===== config.mk =====
export PLATFORM = sky130hd
export DESIGN_NAME = latest_value_frame_coalescer
export DESIGN_NICKNAME = d
export VERILOG_FILES = /design/src/sv/lvfc_pkg.sv /design/src/sv/latest_value_frame_coalescer.sv
export SDC_FILE = /design/constraint.sdc
export NUM_CORES = 1
export LEC_CHECK = 0
export BUFFER_PORTS_ARGS = -buffer_cell sky130_fd_sc_hd__buf_4
export CAP_MARGIN = 20
export CORE_MARGIN = 5
export CORE_UTILIZATION = 45
export CTS_CLUSTER_SIZE = 12
export DETAILED_ROUTE_END_ITERATION = 7
export PLACE_DENSITY = 0.74
export SETUP_SLACK_MARGIN = 0.02
export SLEW_MARGIN = 20
export SYNTH_ARGS = -nofsm -noshare
export SYNTH_HDL_FRONTEND = slang
export SYNTH_SLANG_ARGS = --single-unit
export TNS_END_PERCENT = 1

===== constraint.sdc =====
create_clock -name clk -period 11.8 [get_ports clk]
set_input_delay 0.59 -clock clk [delete_from_list [all_inputs] [get_ports clk]]
set_output_delay 0.59 -clock clk [all_outputs]
set_load 0.01 [all_outputs]

===== src/sv/lvfc_pkg.sv =====
// ----------------------------------------------------------------------------
// lvfc_pkg
// Shared types and constants for the latest-value frame coalescer.
// ----------------------------------------------------------------------------
package lvfc_pkg;

	localparam int ID_W      = 11;
	localparam int WORD_W    = 32;
	localparam int CNT_W     = 32;
	localparam int LEN_W     = 11;
	localparam int MAX_SLOTS = 6;
	localparam int DEF_SLOTS = 6;

	// config register indexes
	localparam int CFG_IDX_W = 3;
	localparam int CFG_W     = ID_W;
	localparam logic [CFG_IDX_W-1:0] CFG_TRIGGER_ID = 3'd0;
	localparam logic [CFG_IDX_W-1:0] CFG_SLOT_ID_0  = 3'd1;

	// command codes
	localparam logic CMD_PACKET = 1'b0;
	localparam logic CMD_TICK   = 1'b1;

	localparam logic [LEN_W-1:0] MIN_PACKET_LEN = 11'd13;
	localparam logic [7:0]       TRIG_BYTE_ZERO = 8'd0;

	localparam logic [ID_W-1:0] TRIGGER_ID_RST = 11'h7F0;
	localparam logic [ID_W-1:0] SLOT_ID_RST [MAX_SLOTS] = '{
		11'h150, 11'h151, 11'h155, 11'h156, 11'h157, 11'h471
	};

	typedef struct packed {
		logic              command;
		logic [LEN_W-1:0]  packet_length;
		logic [WORD_W-1:0] header_word;
		logic [WORD_W-1:0] payload_lo;
		logic [WORD_W-1:0] payload_hi;
	} cmd_t;

	typedef struct packed {
		logic              frame_valid;
		logic [ID_W-1:0]   frame_id;
		logic [WORD_W-1:0] frame_lo;
		logic [WORD_W-1:0] frame_hi;
		logic              toggle_bit;
		logic              soft_trigger;
		logic [CNT_W-1:0]  received_count;
		logic [CNT_W-1:0]  sent_count;
		logic [CNT_W-1:0]  dropped_count;
	} res_t;

endpackage


===== src/sv/latest_value_frame_coalescer.sv =====
// ----------------------------------------------------------------------------
// latest_value_frame_coalescer
// Keeps the latest payload per forwarded id and emits one pending slot per
// pacing tick, round-robin, with packet/drop/send counters.
// ----------------------------------------------------------------------------
//
//  port group  | dir | handshake            | word
//  ------------+-----+----------------------+------------------------------
//  cmd         | in  | cmd_valid/cmd_ready  | packet or tick (lvfc_pkg::cmd_t)
//  res         | out | res_valid/res_ready  | one result per cmd (res_t)
//  cfg         | in  | cfg_we (no wait)     | trigger id, slot ids 0..5
//
//  - One word per cycle sustained while res_ready is high, through the
//    input reg _s1 then the result reg. The state loop is the slot match / RR pick.
//  - Every accepted word produces exactly one result word.
//  - A stalled result holds the result reg; the _s1 stage still drains into
//    it as soon as res_ready frees it, and cmd_ready drops only when both
//    stages are full.
//  - arst_n clears control state, counters, pending bits and the config regs
//    to their defaults; slot payload regs are not reset (only read when
//    pending, which requires a prior write).
//
module latest_value_frame_coalescer #(
	parameter int SLOTS = lvfc_pkg::DEF_SLOTS
) (
	input  logic                           clk,
	input  logic                           arst_n,
	input  logic                           cfg_we,
	input  logic [lvfc_pkg::CFG_IDX_W-1:0] cfg_index,
	input  logic [lvfc_pkg::CFG_W-1:0]     cfg_data,
	input  logic                           cmd_valid,
	output logic                           cmd_ready,
	input  lvfc_pkg::cmd_t                 cmd,
	output logic                           res_valid,
	input  logic                           res_ready,
	output lvfc_pkg::res_t                 res
);
	import lvfc_pkg::*;

	localparam int IDX_W = (SLOTS > 1) ? $clog2(SLOTS) : 1;
	localparam logic [IDX_W:0] SLOTS_X = (IDX_W+1)'(SLOTS);

	// config regs: all six slot ids are stored, only SLOTS take part
	logic [ID_W-1:0]   trigger_id_q;
	logic [ID_W-1:0]   slot_id_q [MAX_SLOTS];

	// slot state
	logic [WORD_W-1:0] slot_lo_q [SLOTS];
	logic [WORD_W-1:0] slot_hi_q [SLOTS];
	logic [SLOTS-1:0]  pending_q;
	logic [IDX_W-1:0]  ptr_q;
	logic              toggle_q;
	logic              trig_q;
	logic [CNT_W-1:0]  rx_cnt_q;
	logic [CNT_W-1:0]  tx_cnt_q;
	logic [CNT_W-1:0]  drop_cnt_q;

	// pipeline
	logic   valid_s1;
	cmd_t   cmd_s1;
	logic   res_valid_q;
	res_t   res_q;
	logic   advance;

	// next-state
	logic              is_tick;
	logic              is_short;
	logic              trig_hit;
	logic [ID_W-1:0]   pkt_id;
	logic              slot_hit;
	logic [IDX_W-1:0]  hit_idx;
	logic              found;
	logic [IDX_W-1:0]  pick_idx;
	logic [IDX_W:0]    ptr_nxt;
	res_t              res_nxt;

	// item moves from _s1 into the result reg when that reg is free or draining
	assign advance   = valid_s1 && (!res_valid_q || res_ready);
	assign cmd_ready = !valid_s1 || advance;
	assign res_valid = res_valid_q;
	assign res       = res_q;

	// ---------------- config ----------------
	always_ff @(posedge clk or negedge arst_n) begin
		if (!arst_n) begin
			trigger_id_q <= TRIGGER_ID_RST;
			for (int s = 0; s < MAX_SLOTS; s++) begin
				slot_id_q[s] <= SLOT_ID_RST[s];
			end
		end else if (cfg_we) begin
			if (cfg_index == CFG_TRIGGER_ID) begin
				trigger_id_q <= cfg_data;
			end
			for (int s = 0; s < MAX_SLOTS; s++) begin
				if (cfg_index == CFG_IDX_W'(int'(CFG_SLOT_ID_0) + s)) begin
					slot_id_q[s] <= cfg_data;
				end
			end
		end
	end

	// ---------------- decode of the _s1 word ----------------
	assign is_tick  = (cmd_s1.command == CMD_TICK);
	assign pkt_id   = cmd_s1.header_word[ID_W-1:0];
	assign is_short = (cmd_s1.packet_length < MIN_PACKET_LEN);
	assign trig_hit = (pkt_id == trigger_id_q);

	// first matching slot wins
	always_comb begin
		slot_hit = 1'b0;
		hit_idx  = '0;
		for (int s = SLOTS - 1; s >= 0; s--) begin
			if (slot_id_q[s] == pkt_id) begin
				slot_hit = 1'b1;
				hit_idx  = IDX_W'(s);
			end
		end
	end

	// round-robin pick: first pending slot at or after ptr_q, wrapping
	always_comb begin
		logic [IDX_W:0] cand;
		found    = 1'b0;
		pick_idx = '0;
		cand     = '0;
		for (int k = 0; k < SLOTS; k++) begin
			cand = {1'b0, ptr_q} + (IDX_W+1)'(k);
			if (cand >= SLOTS_X) begin
				cand = cand - SLOTS_X;
			end
			if (!found && pending_q[cand[IDX_W-1:0]]) begin
				found    = 1'b1;
				pick_idx = cand[IDX_W-1:0];
			end
		end
		ptr_nxt = {1'b0, pick_idx} + (IDX_W+1)'(1);
		if (ptr_nxt == SLOTS_X) begin
			ptr_nxt = '0;
		end
	end

	// ---------------- result word ----------------
	always_comb begin
		res_nxt                = '0;
		res_nxt.toggle_bit     = toggle_q;
		res_nxt.soft_trigger   = trig_q;
		res_nxt.received_count = rx_cnt_q;
		res_nxt.sent_count     = tx_cnt_q;
		res_nxt.dropped_count  = drop_cnt_q;
		if (is_tick) begin
			if (found) begin
				res_nxt.frame_valid = 1'b1;
				res_nxt.frame_id    = slot_id_q[pick_idx];
				res_nxt.frame_lo    = slot_lo_q[pick_idx];
				res_nxt.frame_hi    = slot_hi_q[pick_idx];
				res_nxt.toggle_bit  = !toggle_q;
				res_nxt.sent_count  = tx_cnt_q + CNT_W'(1);
			end
		end else begin
			res_nxt.received_count = rx_cnt_q + CNT_W'(1);
			if (is_short) begin
				res_nxt.dropped_count = drop_cnt_q + CNT_W'(1);
			end else if (trig_hit) begin
				res_nxt.soft_trigger = (cmd_s1.payload_lo[7:0] != TRIG_BYTE_ZERO);
			end
		end
	end

	// ---------------- pipeline regs ----------------
	always_ff @(posedge clk or negedge arst_n) begin
		if (!arst_n) begin
			valid_s1    <= 1'b0;
			res_valid_q <= 1'b0;
		end else begin
			if (cmd_ready) begin
				valid_s1 <= cmd_valid;
			end
			if (advance) begin
				res_valid_q <= 1'b1;
			end else if (res_ready) begin
				res_valid_q <= 1'b0;
			end
		end
	end

	always_ff @(posedge clk) begin
		if (cmd_ready && cmd_valid) begin
			cmd_s1 <= cmd;
		end
		if (advance) begin
			res_q <= res_nxt;
		end
	end

	// ---------------- block state ----------------
	always_ff @(posedge clk or negedge arst_n) begin
		if (!arst_n) begin
			pending_q  <= '0;
			ptr_q      <= '0;
			toggle_q   <= 1'b0;
			trig_q     <= 1'b0;
			rx_cnt_q   <= '0;
			tx_cnt_q   <= '0;
			drop_cnt_q <= '0;
		end else if (advance) begin
			toggle_q   <= res_nxt.toggle_bit;
			trig_q     <= res_nxt.soft_trigger;
			rx_cnt_q   <= res_nxt.received_count;
			tx_cnt_q   <= res_nxt.sent_count;
			drop_cnt_q <= res_nxt.dropped_count;
			if (is_tick) begin
				if (found) begin
					pending_q[pick_idx] <= 1'b0;
					ptr_q               <= ptr_nxt[IDX_W-1:0];
				end
			end else if (!is_short && !trig_hit && slot_hit) begin
				pending_q[hit_idx] <= 1'b1;
			end
		end
	end

	// slot payloads, no reset
	always_ff @(posedge clk) begin
		if (advance && !is_tick && !is_short && !trig_hit && slot_hit) begin
			slot_lo_q[hit_idx] <= cmd_s1.payload_lo;
			slot_hi_q[hit_idx] <= cmd_s1.payload_hi;
		end
	end

endmodule


* Word-level counts from Yosys, hierarchy flattened
Memory sizes are Yosys's and may differ from the RTL's.
Index checks and enable logic that the tools add are counted.
** Operators by class
- Mux-type cells :: 66
- Equality and inequality tests :: 15
- Order comparisons :: 18
- Add/subtract/negate cells :: 15
- Bitwise gates (word level) :: 4
- Reductions and logical operators :: 42
** Operators with widths (count)
- $mux W32 :: 4
- $add A32 B1 Y32 const B :: 3
- $eq A11 B11 Y1 :: 7
- $mux W77 :: 1
- $mux W3 :: 19
- $bmux W11 S3 :: 1
- $mux W33 :: 1
- $lt A3 B4 Y1 const B :: 8
- $mux W1 :: 27
- $mux W11 :: 2
- $ge A4 B3 Y1 const B :: 5
- $bmux W1 S3 :: 6
- $mux W6 :: 3
- $sub A3 B3 Y3 const B :: 6
- $reduce_and A2 Y1 :: 8
- $logic_and A1 B1 Y1 :: 15
- $logic_not A1 Y1 :: 11
- $lt A11 B4 Y1 const B :: 1
- $eq A3 B3 Y1 const B :: 3
- $add A3 B1 Y4 const B :: 2
- $add A3 B2 Y4 const B :: 2
- $add A3 B3 Y4 const B :: 2
- $reduce_bool A8 Y1 :: 1
- $and A6 B6 Y6 :: 1
- other kinds (15) :: 21
** Storage, ports and cells
- RAM bits :: 384
- Flip-flop bits (word level) :: 447
- Memories kept :: 2
- Output and inout port bits :: 176
- Bits of input ports :: 127
** Memories
- slot_hi_q :: words 6, width 32, rd ports 1, clocked after memory_dff 0, wr ports 1, line latest_value_frame_coalescer.sv:49 : logic [WORD_W-1:0] slot_hi_q [SLOTS];
- slot_lo_q :: words 6, width 32, rd ports 1, clocked after memory_dff 0, wr ports 1, line latest_value_frame_coalescer.sv:48 : logic [WORD_W-1:0] slot_lo_q [SLOTS];

* Longest topological paths before layout
Gate-level depths: netlist of the first run.
- Depth after elaboration :: 28
- Depth in mapped cells :: 19

* Worst setup path after synthesis of the first run
No wires, ideal clock.
- Path type :: input -> register
- Start :: input port res_ready
- End :: memory slot_hi_q[2][0], enable pin
- Stages :: 5
- Data arrival time :: 7.901 ns
- Data required time :: 11.153 ns
- Buffers on the path :: 0
- Setup slack :: 3.251 ns
- Cell sequence :: nand2b_1 nand2_1 or4b_2 nand3b_1 nor4_1
** On the way
- Word-level cells in the longest chain between the ends :: 8
** RTL lines
- start, declared :: line latest_value_frame_coalescer.sv:35 : input logic res_ready,
- $logic_or A1 B1 Y1 :: line latest_value_frame_coalescer.sv:78 : assign advance = valid_s1 && (!res_valid_q || res_ready);
- $logic_and A1 B1 Y1 :: line latest_value_frame_coalescer.sv:78
- $logic_and A1 B1 Y1 (4 in a row) :: line latest_value_frame_coalescer.sv:224 : if (advance && !is_tick && !is_short && !trig_hit && slot_hit) begin
- $mux W1 :: line latest_value_frame_coalescer.sv:224
- $mux W1 (implied by the code) :: line latest_value_frame_coalescer.sv:226 : slot_hi_q[hit_idx] <= cmd_s1.payload_hi;
- end, declared :: line latest_value_frame_coalescer.sv:49
Every way passes these cells.

* Worst setup path in the final report of the first run
- Start :: register ptr_q[0]
- End :: register res_q (netlist bit res[133]) (data pin)
** On the way
- Word-level cells in the longest chain between the ends :: 21
- Elaborated cells between the ends (all ways) :: 59
- Classes of those cells :: add/sub: 11; order compare: 6; mux: 30; reduce/logical: 11; memory: 1
** RTL lines
- start, declared :: line latest_value_frame_coalescer.sv:51 : logic [IDX_W-1:0] ptr_q;
- start signal, assigned :: line latest_value_frame_coalescer.sv:214 : ptr_q <= ptr_nxt[IDX_W-1:0];
- branches (longest 21 deep; another with $add A3 B1 Y4)
- end signal, assigned :: line latest_value_frame_coalescer.sv:191 : res_q <= res_nxt;
- end, declared :: line latest_value_frame_coalescer.sv:62 : res_t res_q;
Several ways; the timed one is not identified. The select of a mux whose other input is x is not followed.
A chain may end at the register's enable or synchronous reset.

==> impl_summary.txt, run 1 <==
----------------------------------------------------
[Floorplanning]
  Standard-cell rows ... 100
  Die Height ... between 200 and 300 um
  Total Die Area ... 80,600 sq um
  Die width ... about 280 um
  Initial core utilization ... roughly 45%
  Number of ports placed on the die boundary ... approximately 300
  Core area ... 74,400 sq um

[CTS]
  Clock sinks ... 831
  TritonCTS clock tree ... yes
  TritonCTS Buffers ... 86
  Deepest clock path buffer count ... 3
  CTS root buffer ... sky130_fd_sc_hd__clkbuf_16
  Level count of the clock H-tree ... 3
  Worst-Skew Late Latency ... about 0.63 ns
  Resized Gates After CTS ... 0
  Clock slew at the register clock pins of the worst setup and hold paths ... 0.06 ns

[Drt]
  Total routed wirelength ... just under 80 mm
  Post-route ant nets ... 0
  Vias per cell ... 5.42
  Number of remaining DRC errors ... 0
  Number of search-and-repair iterations in the first detailed-routing pass ... 5
  DRC violation total after the first TritonRoute iteration ... ~1.6k
  Routed len/inst ... about 21 um
  Total number of vias ... approximately 20k

[Setup path]
  Category of the most critical setup path ... reg -> reg
  List of cells traversed by the critical path ... inv_1, ha_1, nor2b_1, nor4_1, nor4b_1, or3_1, o311ai_1, o211a_4, inv_4, buf_4, buf_16, nor2_4, a221o_1
  Buffering stage count on the worst path with inverters included ... 4
  CP max FO ... just under 70
  Category of cells accounting for the largest share of critical-path delay ... simple AND/OR/NAND/NOR gates
  Launch point of the critical path ... ptr_q[0]
  Worst Setup End Kind ... flop
  Slowest-stage cell, CP ... sky130_fd_sc_hd__dfrtp_1
  Arrival @ worst endpoint ... 7.09 ns
  Required time at the endpoint of the critical path ... approximately 12 ns
  Crit start category ... flop
  Register-to-register setup slack ... between 5 and 6 ns
  Register-to-Register Path Depth ... 13
  Reg2Reg Launch Point ... ptr_q[0]
  R2R Path End ... res[133]
  Stage delay of the slowest cell on the critical path ... 0.86 ns

[Layout]
  Non-filler cells in the finished layout ... approximately 3.7k
  Layout cell share with drive strength beyond 1 ... between 20% and 30%
  Area Overhead vs Synth ... 17.4%
  Filler Cell Count ... 5,833
  Area taken by flip-flops and latches ... around 24,000 sq um
  Number of nets in the layout ... about 2.8k
  Final Cell Area ... 39,600 sq um
  Area used by multi-input combinational logic ... a little over 9000 sq um

[Placement]
  Pre-CTS setup slack ... ~5.2 ns
  Last weighted congestion value of the routability-driven placer ... 0.869
  Instance area at placement ... ~37,000 sq um
  IO buf count ... about 280
  Count of placed standard cells including taps ... roughly 3.6k
  HPWL Detailed ... approximately 46 mm

[Yosys]
  Number of nets produced by synthesis ... around 2.5k
  Biggest area contributors in the synthesized netlist ... sky130_fd_sc_hd__edfxtp_1 (57%), sky130_fd_sc_hd__dfrtp_1 (11%), sky130_fd_sc_hd__nand2_1 (4.3%), sky130_fd_sc_hd__xnor2_1 (3.7%), sky130_fd_sc_hd__xor2_1 (3.3%)
  Top flip-flop cell by instance count after synthesis ... sky130_fd_sc_hd__edfxtp_1
  Synthesis Warnings ... 0
  Count leader, synth ... sky130_fd_sc_hd__edfxtp_1
  Area fraction of the dominant cell type after synthesis ... 57.4%
  Sequential share of the synthesized area ... about 70%
  Cell type contributing the most total cell area after synthesis ... sky130_fd_sc_hd__edfxtp_1
  Number of instances in the synthesized netlist ... around 2.4k
  Synth cell types ... just under 70
  Post-synth ARST share ... ~22%
  Per-instance average area after synthesis ... around 14 sq um
  Count of flip-flops with a built-in enable after synthesis ... 645
  Cell area after synthesis ... roughly 34,000 sq um
  Top post-synthesis cells by count ... sky130_fd_sc_hd__edfxtp_1 (645), sky130_fd_sc_hd__nand2_1 (390), sky130_fd_sc_hd__a21oi_1 (159)
  Synthesized flop and latch total ... 831

[Run]
  Max capacitance violation total ... 0

[STA]
  Slew at the pin with the worst max-slew slack ... 1.12 ns
  Worst-case setup margin in the final layout ... between 5 and 6 ns
  Final number of hold-violating endpoints ... 0
  Setup repair after global routing missed its margin ... no
  Number of setup violations in the final report ... 0
  Clock Skew ... approximately 0.024 ns
  Maximum achievable frequency ... approximately 0.15 GHz
  TNS Setup ... 0 ns
  Worst hold slack ... between 0.1 and 0.15 ns
  Final worst-path cycle share ... 56.0%
  Slew headroom ... between 20 and 30%
  Post-layout minimum cycle time ... ~6.6 ns
  Pins Over Slew Limit ... 0

[GRT]
  Total global routing overflow ... 0
  Largest net degree at the start of global routing ... approximately 110
  All-Layer GR Usage ... between 10% and 20%
  Initial antenna violation count ... 6
  Vias in the first global route ... about 21k
  Wire length of the first global-routing pass ... 120 mm

[Status]
  Outcome ... complete, no violations

[Pwr]
  Worst IR Drop VDD ... around 0.18 mV
  Power density over cell area ... 219 nW/um^2
  Leakage dissipation ... ~15 nW

[Hold path]
  Worst hold stages ... 1
  Worst hold path startpoint ... cmd[50]
  Hold Crit Endpoint ... cmd_s1[50]
  HP Class ... in -> reg

----------------------------------------------------
per-layer routing:
metal  up-vias  routed length [um]  global-route usage, %
met5         -                  12                      0
met4         2                1790                   5.88
met3       131                5770                   4.25
met2       744               38000                   31.7
met1     10004               32400                   24.7
li1       9286                   -                      -
cells by family (layout without fill, tap and decap cells):
| group | count (synthesis) | in the layout | share of synthesized area (%) |
|---|---|---|---|
| other | 0 | 4 | 0 |
| adders and majority gates | 15 | 15 | 0.556 |
| AOI/OAI and AO/OA | 283 | 283 | 5.69 |
| and+or+nand+nor | 776 | 776 | 10.5 |
| xor gates and xnor gates | 270 | 270 | 7.00 |
| DFF | 831 | 831 | 71.3 |
| muxes | 98 | 98 | 3.30 |
| buffers and inverters | 127 | 473 | 1.62 |
report_power, final:
group	internal (W)	switching [W]
combinational	0.000897	0.00153
clock	0.00148	0.00107
sequential	0.00351	0.000201
total	0.00589	0.00280
placed cells by master (no fill, tap or decap), drive strengths merged, types with 17 or more instances in the layout:
master	count
clkbuf	118
and2	31
nand3	52
or3	54
nor3	40
buf	311
mux2	87
a221o	52
a22o	26
inv	18
clkinv	19
edfxtp	645
xor2	127
nand2	390
xnor2	143
a21oi	160
nand4	29
dfstp	35
nor2	109
dfrtp	151
and3	17
worst register-to-register path, stage by stage (launching register included):
cell and delay, ns:
sky130_fd_sc_hd__dfrtp_1 0.86, sky130_fd_sc_hd__inv_1 0.32, sky130_fd_sc_hd__ha_1 0.28, sky130_fd_sc_hd__nor2b_1 0.14, sky130_fd_sc_hd__nor4_1 0.59, sky130_fd_sc_hd__nor4b_1 0.19
sky130_fd_sc_hd__or3_1 0.54, sky130_fd_sc_hd__o311ai_1 0.48, sky130_fd_sc_hd__o211a_4 0.80, sky130_fd_sc_hd__inv_4 0.49, sky130_fd_sc_hd__buf_4 0.44, sky130_fd_sc_hd__buf_16 0.27
sky130_fd_sc_hd__nor2_4 0.80, sky130_fd_sc_hd__a221o_1 0.30
stage by stage:
stage,util (%),power [W]
2_1_floorplan,-,0.00531
3_3_place_gp,49.6,0.00612
3_5_place_dp,49.6,0.00618
4_1_cts,53.2,0.00876
5_1_grt,53.2,0.00915
6_report,53.3,0.00869
worst max-delay path by stage:
stage                            to  slack, ns  cells after the start
finish                     res[133]       5.19                     13
global route               res[133]       4.83                     13
CTS                        res[133]       5.21                     12
detailed placement         res[133]       5.23                     12
global placement           res[148]       5.37                     12
floorplan           slot_hi_q[2][0]       3.25                      5
state kept, by name, summed over array words and instances (netlist names), 3 cells and up:
signal,cells
pending_q,6
drop_cnt_q,32
slot_id_q,66
slot_hi_q,192
ptr_q,3
tx_cnt_q,32
slot_lo_q,192
res,174
trigger_id_q,11
cmd_s1,86
rx_cnt_q,32
area by class of cell:
cell class                      instances  share of cell area [%]
Inverter                               16                   0.177
Timing Repair Buffer                  312                    5.97
Tap cell                              969                    3.06
Clock buffer                          118                    5.94
Sequential cell                       831                    60.7
Clock inverter                         27                   0.754
Antenna cell                            4                  0.0252
Multi-Input combinational cell       1442                    23.4
timing repair:
| action | CTS | global route |
|---|---|---|
| hold buffers | 1 | 0 |
| endpoints found under the hold margin | 31 | 0 |
| setup buffers | 0 | 0 |
Power figures use the tool's default switching activity.
==> run 2, diff against run 1 <==
- clock period: 11.8 -> 6.3 ns (I/O delays scaled with it)
==> impl_summary.txt, run 2 (synthesis gave the netlist of run 1 again) <==
----------------------------------------------------
[Pwr]
  Power consumption ... 0.0163 W (was 0.00869 W)
  Proportion of power drawn by combinational gates ... 28.3% (was 28.0%)
  Power density over cell area ... 401 nW/um^2 (was 219 nW/um^2)
  Total net switching power ... 0.00526 W (was 0.00280 W)
  Design internal power ... 0.0111 W (was 0.00589 W)
  Worst IR Drop VDD ... 0.284 mV (was 0.180 mV)
  Sequential group share of total power ... 42.5% (was 42.7%)
  Fraction of power spent switching nets ... 32.2% (was 32.3%)
  Relative contribution of the clock network to total power ... 29.2% (was 29.3%)
  Leakage dissipation ... 15.7 nW (was 15.2 nW)

[GRT]
  Total global routing overflow ... 0 (unchanged)
  Wire length of the first global-routing pass ... 121 mm (was 120 mm)
  Met3 track demand over resource in global routing ... 3.02% (was 4.25%)
  Vias in the first global route ... 21.0k (was 20.8k)
  All-Layer GR Usage ... 19.0% (was 18.9%)
  Grt met2 use ... 32.4% (was 31.7%)
  GRT Max-Usage Layer ... met2 (unchanged)
  Initial antenna violation count ... 0 (was 6)
  Largest net degree at the start of global routing ... 153 (was 111)
  Met1 layer usage reported by global route ... 25.2% (was 24.7%)

[STA]
  Final worst-path cycle share ... 78.2% (was 56.0%)
  Setup repair after global routing missed its margin ... no (unchanged)
  Maximum achievable frequency ... 0.203 GHz (was 0.151 GHz)
  Post-layout minimum cycle time ... 4.93 ns (was 6.61 ns)
  Final number of hold-violating endpoints ... 0 (unchanged)
  Slew at the pin with the worst max-slew slack ... 1.13 ns (was 1.12 ns)
  Pins Over Slew Limit ... 0 (unchanged)
  Slew headroom ... 24.5% (was 25.1%)
  Number of setup violations in the final report ... 0 (unchanged)
  Clock Skew ... 0.0502 ns (was 0.0238 ns)

[Placement]
  IO buf count ... 281 (unchanged)
  Last weighted congestion value of the routability-driven placer ... 0.810 (was 0.869)
  Instance area at placement ... 37,000 sq um (was 36,900 sq um)
  Count of placed standard cells including taps ... 3,576 (was 3,568)
  HPWL Detailed ... 47.1 mm (was 46.4 mm)

[Floorplanning]
  Number of ports placed on the die boundary ... 303 (unchanged)
  Standard-cell rows ... 100 (unchanged)
  Initial core utilization ... 45.3% (unchanged)
  Die width ... 284 um (unchanged)
  Total Die Area ... 80,600 sq um (unchanged)
  Core area ... 74,400 sq um (unchanged)
  Die Height ... 284 um (unchanged)

[Layout]
  Final Cell Area ... 40,700 sq um (was 39,600 sq um)
  Layout cell share with drive strength beyond 1 ... 20.5% (was 21.1%)
  Antenna Cells ... 0 (was 4)
  Non-filler cells in the finished layout ... 3,827 (was 3,719)
  Most common cell after layout, fill and taps aside ... sky130_fd_sc_hd__edfxtp_1 (unchanged)
  Area Overhead vs Synth ... 20.6% (was 17.4%)
  Number of nets in the layout ... 2,940 (was 2,831)
  Top library cells by usage in the layout, fill and taps aside ... sky130_fd_sc_hd__edfxtp_1 (645), sky130_fd_sc_hd__nand2_1 (388), sky130_fd_sc_hd__buf_4 (314) (was sky130_fd_sc_hd__edfxtp_1 (645), sky130_fd_sc_hd__nand2_1 (388), sky130_fd_sc_hd__buf_4 (309))

[Setup path]
  List of cells traversed by the critical path ... inv_1, ha_1, nor2b_1, nor4_1, nor4b_1, or3_1, o311ai_1, o211a_4, buf_4, nor2_2, buf_4, a221o_1 (was inv_1, ha_1, nor2b_1, nor4_1, nor4b_1, or3_1, o311ai_1, o211a_4, inv_4, buf_4, buf_16, nor2_4, a221o_1)
  Library cell appearing most often on the critical path ... sky130_fd_sc_hd__buf_4
  Stage delay of the slowest cell on the critical path ... 0.66 ns (was 0.86 ns)
  Category of the most critical setup path ... reg -> reg (unchanged)
  WP depth ... 12 (was 13)
  CP max FO ... 79 (was 69)
  Register-to-Register Path Depth ... 12 (was 13)
  Buffering stage count on the worst path with inverters included ... 3 (was 4)
  Crit start category ... flop (unchanged)
  Required time at the endpoint of the critical path ... 6.68 ns (was 12.29 ns)
  Slowest-stage cell, CP ... sky130_fd_sc_hd__buf_4 (was sky130_fd_sc_hd__dfrtp_1)
  Category of cells accounting for the largest share of critical-path delay ... simple AND/OR/NAND/NOR gates (unchanged)
  Worst Setup End Kind ... flop (unchanged)
  Arrival @ worst endpoint ... 5.31 ns (was 7.09 ns)

[Status]
  Outcome ... complete, no violations (unchanged)

[Drt]
  Number of search-and-repair iterations in the first detailed-routing pass ... 6 (was 5)
  Number of remaining DRC errors ... 0 (unchanged)
  Total routed wirelength ... 78.7 mm (was 77.9 mm)
  DRC violation total after the first TritonRoute iteration ... 1,476 (was 1,598)
  Vias per cell ... 5.41 (was 5.42)
  Total number of vias ... 20.7k (was 20.2k)
  Post-route ant nets ... 0 (unchanged)
  Routed len/inst ... 20.6 um (was 20.9 um)

[CTS]
  TritonCTS Buffers ... 88 (was 86)
  Clock slew at the register clock pins of the worst setup and hold paths ... 0.06 ns (about the same)
  Level count of the clock H-tree ... 3 (unchanged)
  Worst-Skew Late Latency ... 0.64 ns (was 0.63 ns)
  Clock sinks ... 831 (unchanged)
  Deepest clock path buffer count ... 3 (unchanged)
  Post-CTS Repair Setup Buffers ... 0 (unchanged)
  CTS root buffer ... sky130_fd_sc_hd__clkbuf_16 (unchanged)
  TritonCTS clock tree ... yes (unchanged)

[Hold path]
  HP Class ... in -> async (was in -> reg)

[Run]
  Max capacitance violation total ... 0 (unchanged)

----------------------------------------------------
[run 2: cell type report]
type,count,area (sq um)
Fill cell,5801,33700
Inverter,16,70.1
Multi-Input combinational cell,1442,9270
Clock buffer,119,2370
Clock inverter,31,298
Timing Repair Buffer,419,3440
Sequential cell,831,24100
Tap cell,969,1210
[run 2: worst paths after layout]
kind	startpoint	endpoint	slack, ns
min in group clk	cfg_index[0]	slot_id_q[47]	0.22
min reg2reg	trig_q	trig_q	0.48
max in group asynchronous	arst_n	slot_id_q[54]	4.91
min	arst_n	valid_s1	0.15
max reg2reg	ptr_q[1]	res[130]	1.37
max	ptr_q[1]	res[130]	1.37
[run 2: metal layers]
layer | vias to the layer above | routed length (um)
met4 | 0 | 1900
li1 | 9520 | -
met2 | 813 | 39000
met1 | 10239 | 32300
met3 | 124 | 5520
met5 | - | 0
[run 2: what timing repair did]
action                    CTS  global route
resized for setup           0             0
hold endpoints to repair  200             0
hold buffers              101             0
[run 2: worst reg2reg max path: cells and delay by family (launching register included)]
family	cells	cell delay, ns
flops	1	0.55
compound gates	3	1.08
simple gates	5	1.51
fa+ha+maj	1	0.36
buf+inv	3	1.16
[run 2: power groups by stage]
stage,Clock [W],Combinational [W],Sequential [W]
after floorplan,0,0.00291,0.00704
after global placement,0,0.00449,0.00702
after CTS,0.00488,0.00464,0.00694
final,0.00477,0.00461,0.00694
after global routing,0.00513,0.00503,0.00698
after detailed placement,0,0.00456,0.00703
[run 2: metrics by stage]
step	setup WS, ns	util (%)	hold WS, ns	TNS (ns)
6_report	1.37	54.7	0.152	0
4_1_cts	1.40	54.7	0.129	0
2_1_floorplan	-0.813	-	0.0194	-94.17
5_1_grt	1.13	54.7	0.172	0
3_5_place_dp	1.44	49.8	0.239	0
3_3_place_gp	1.47	49.7	0.237	0
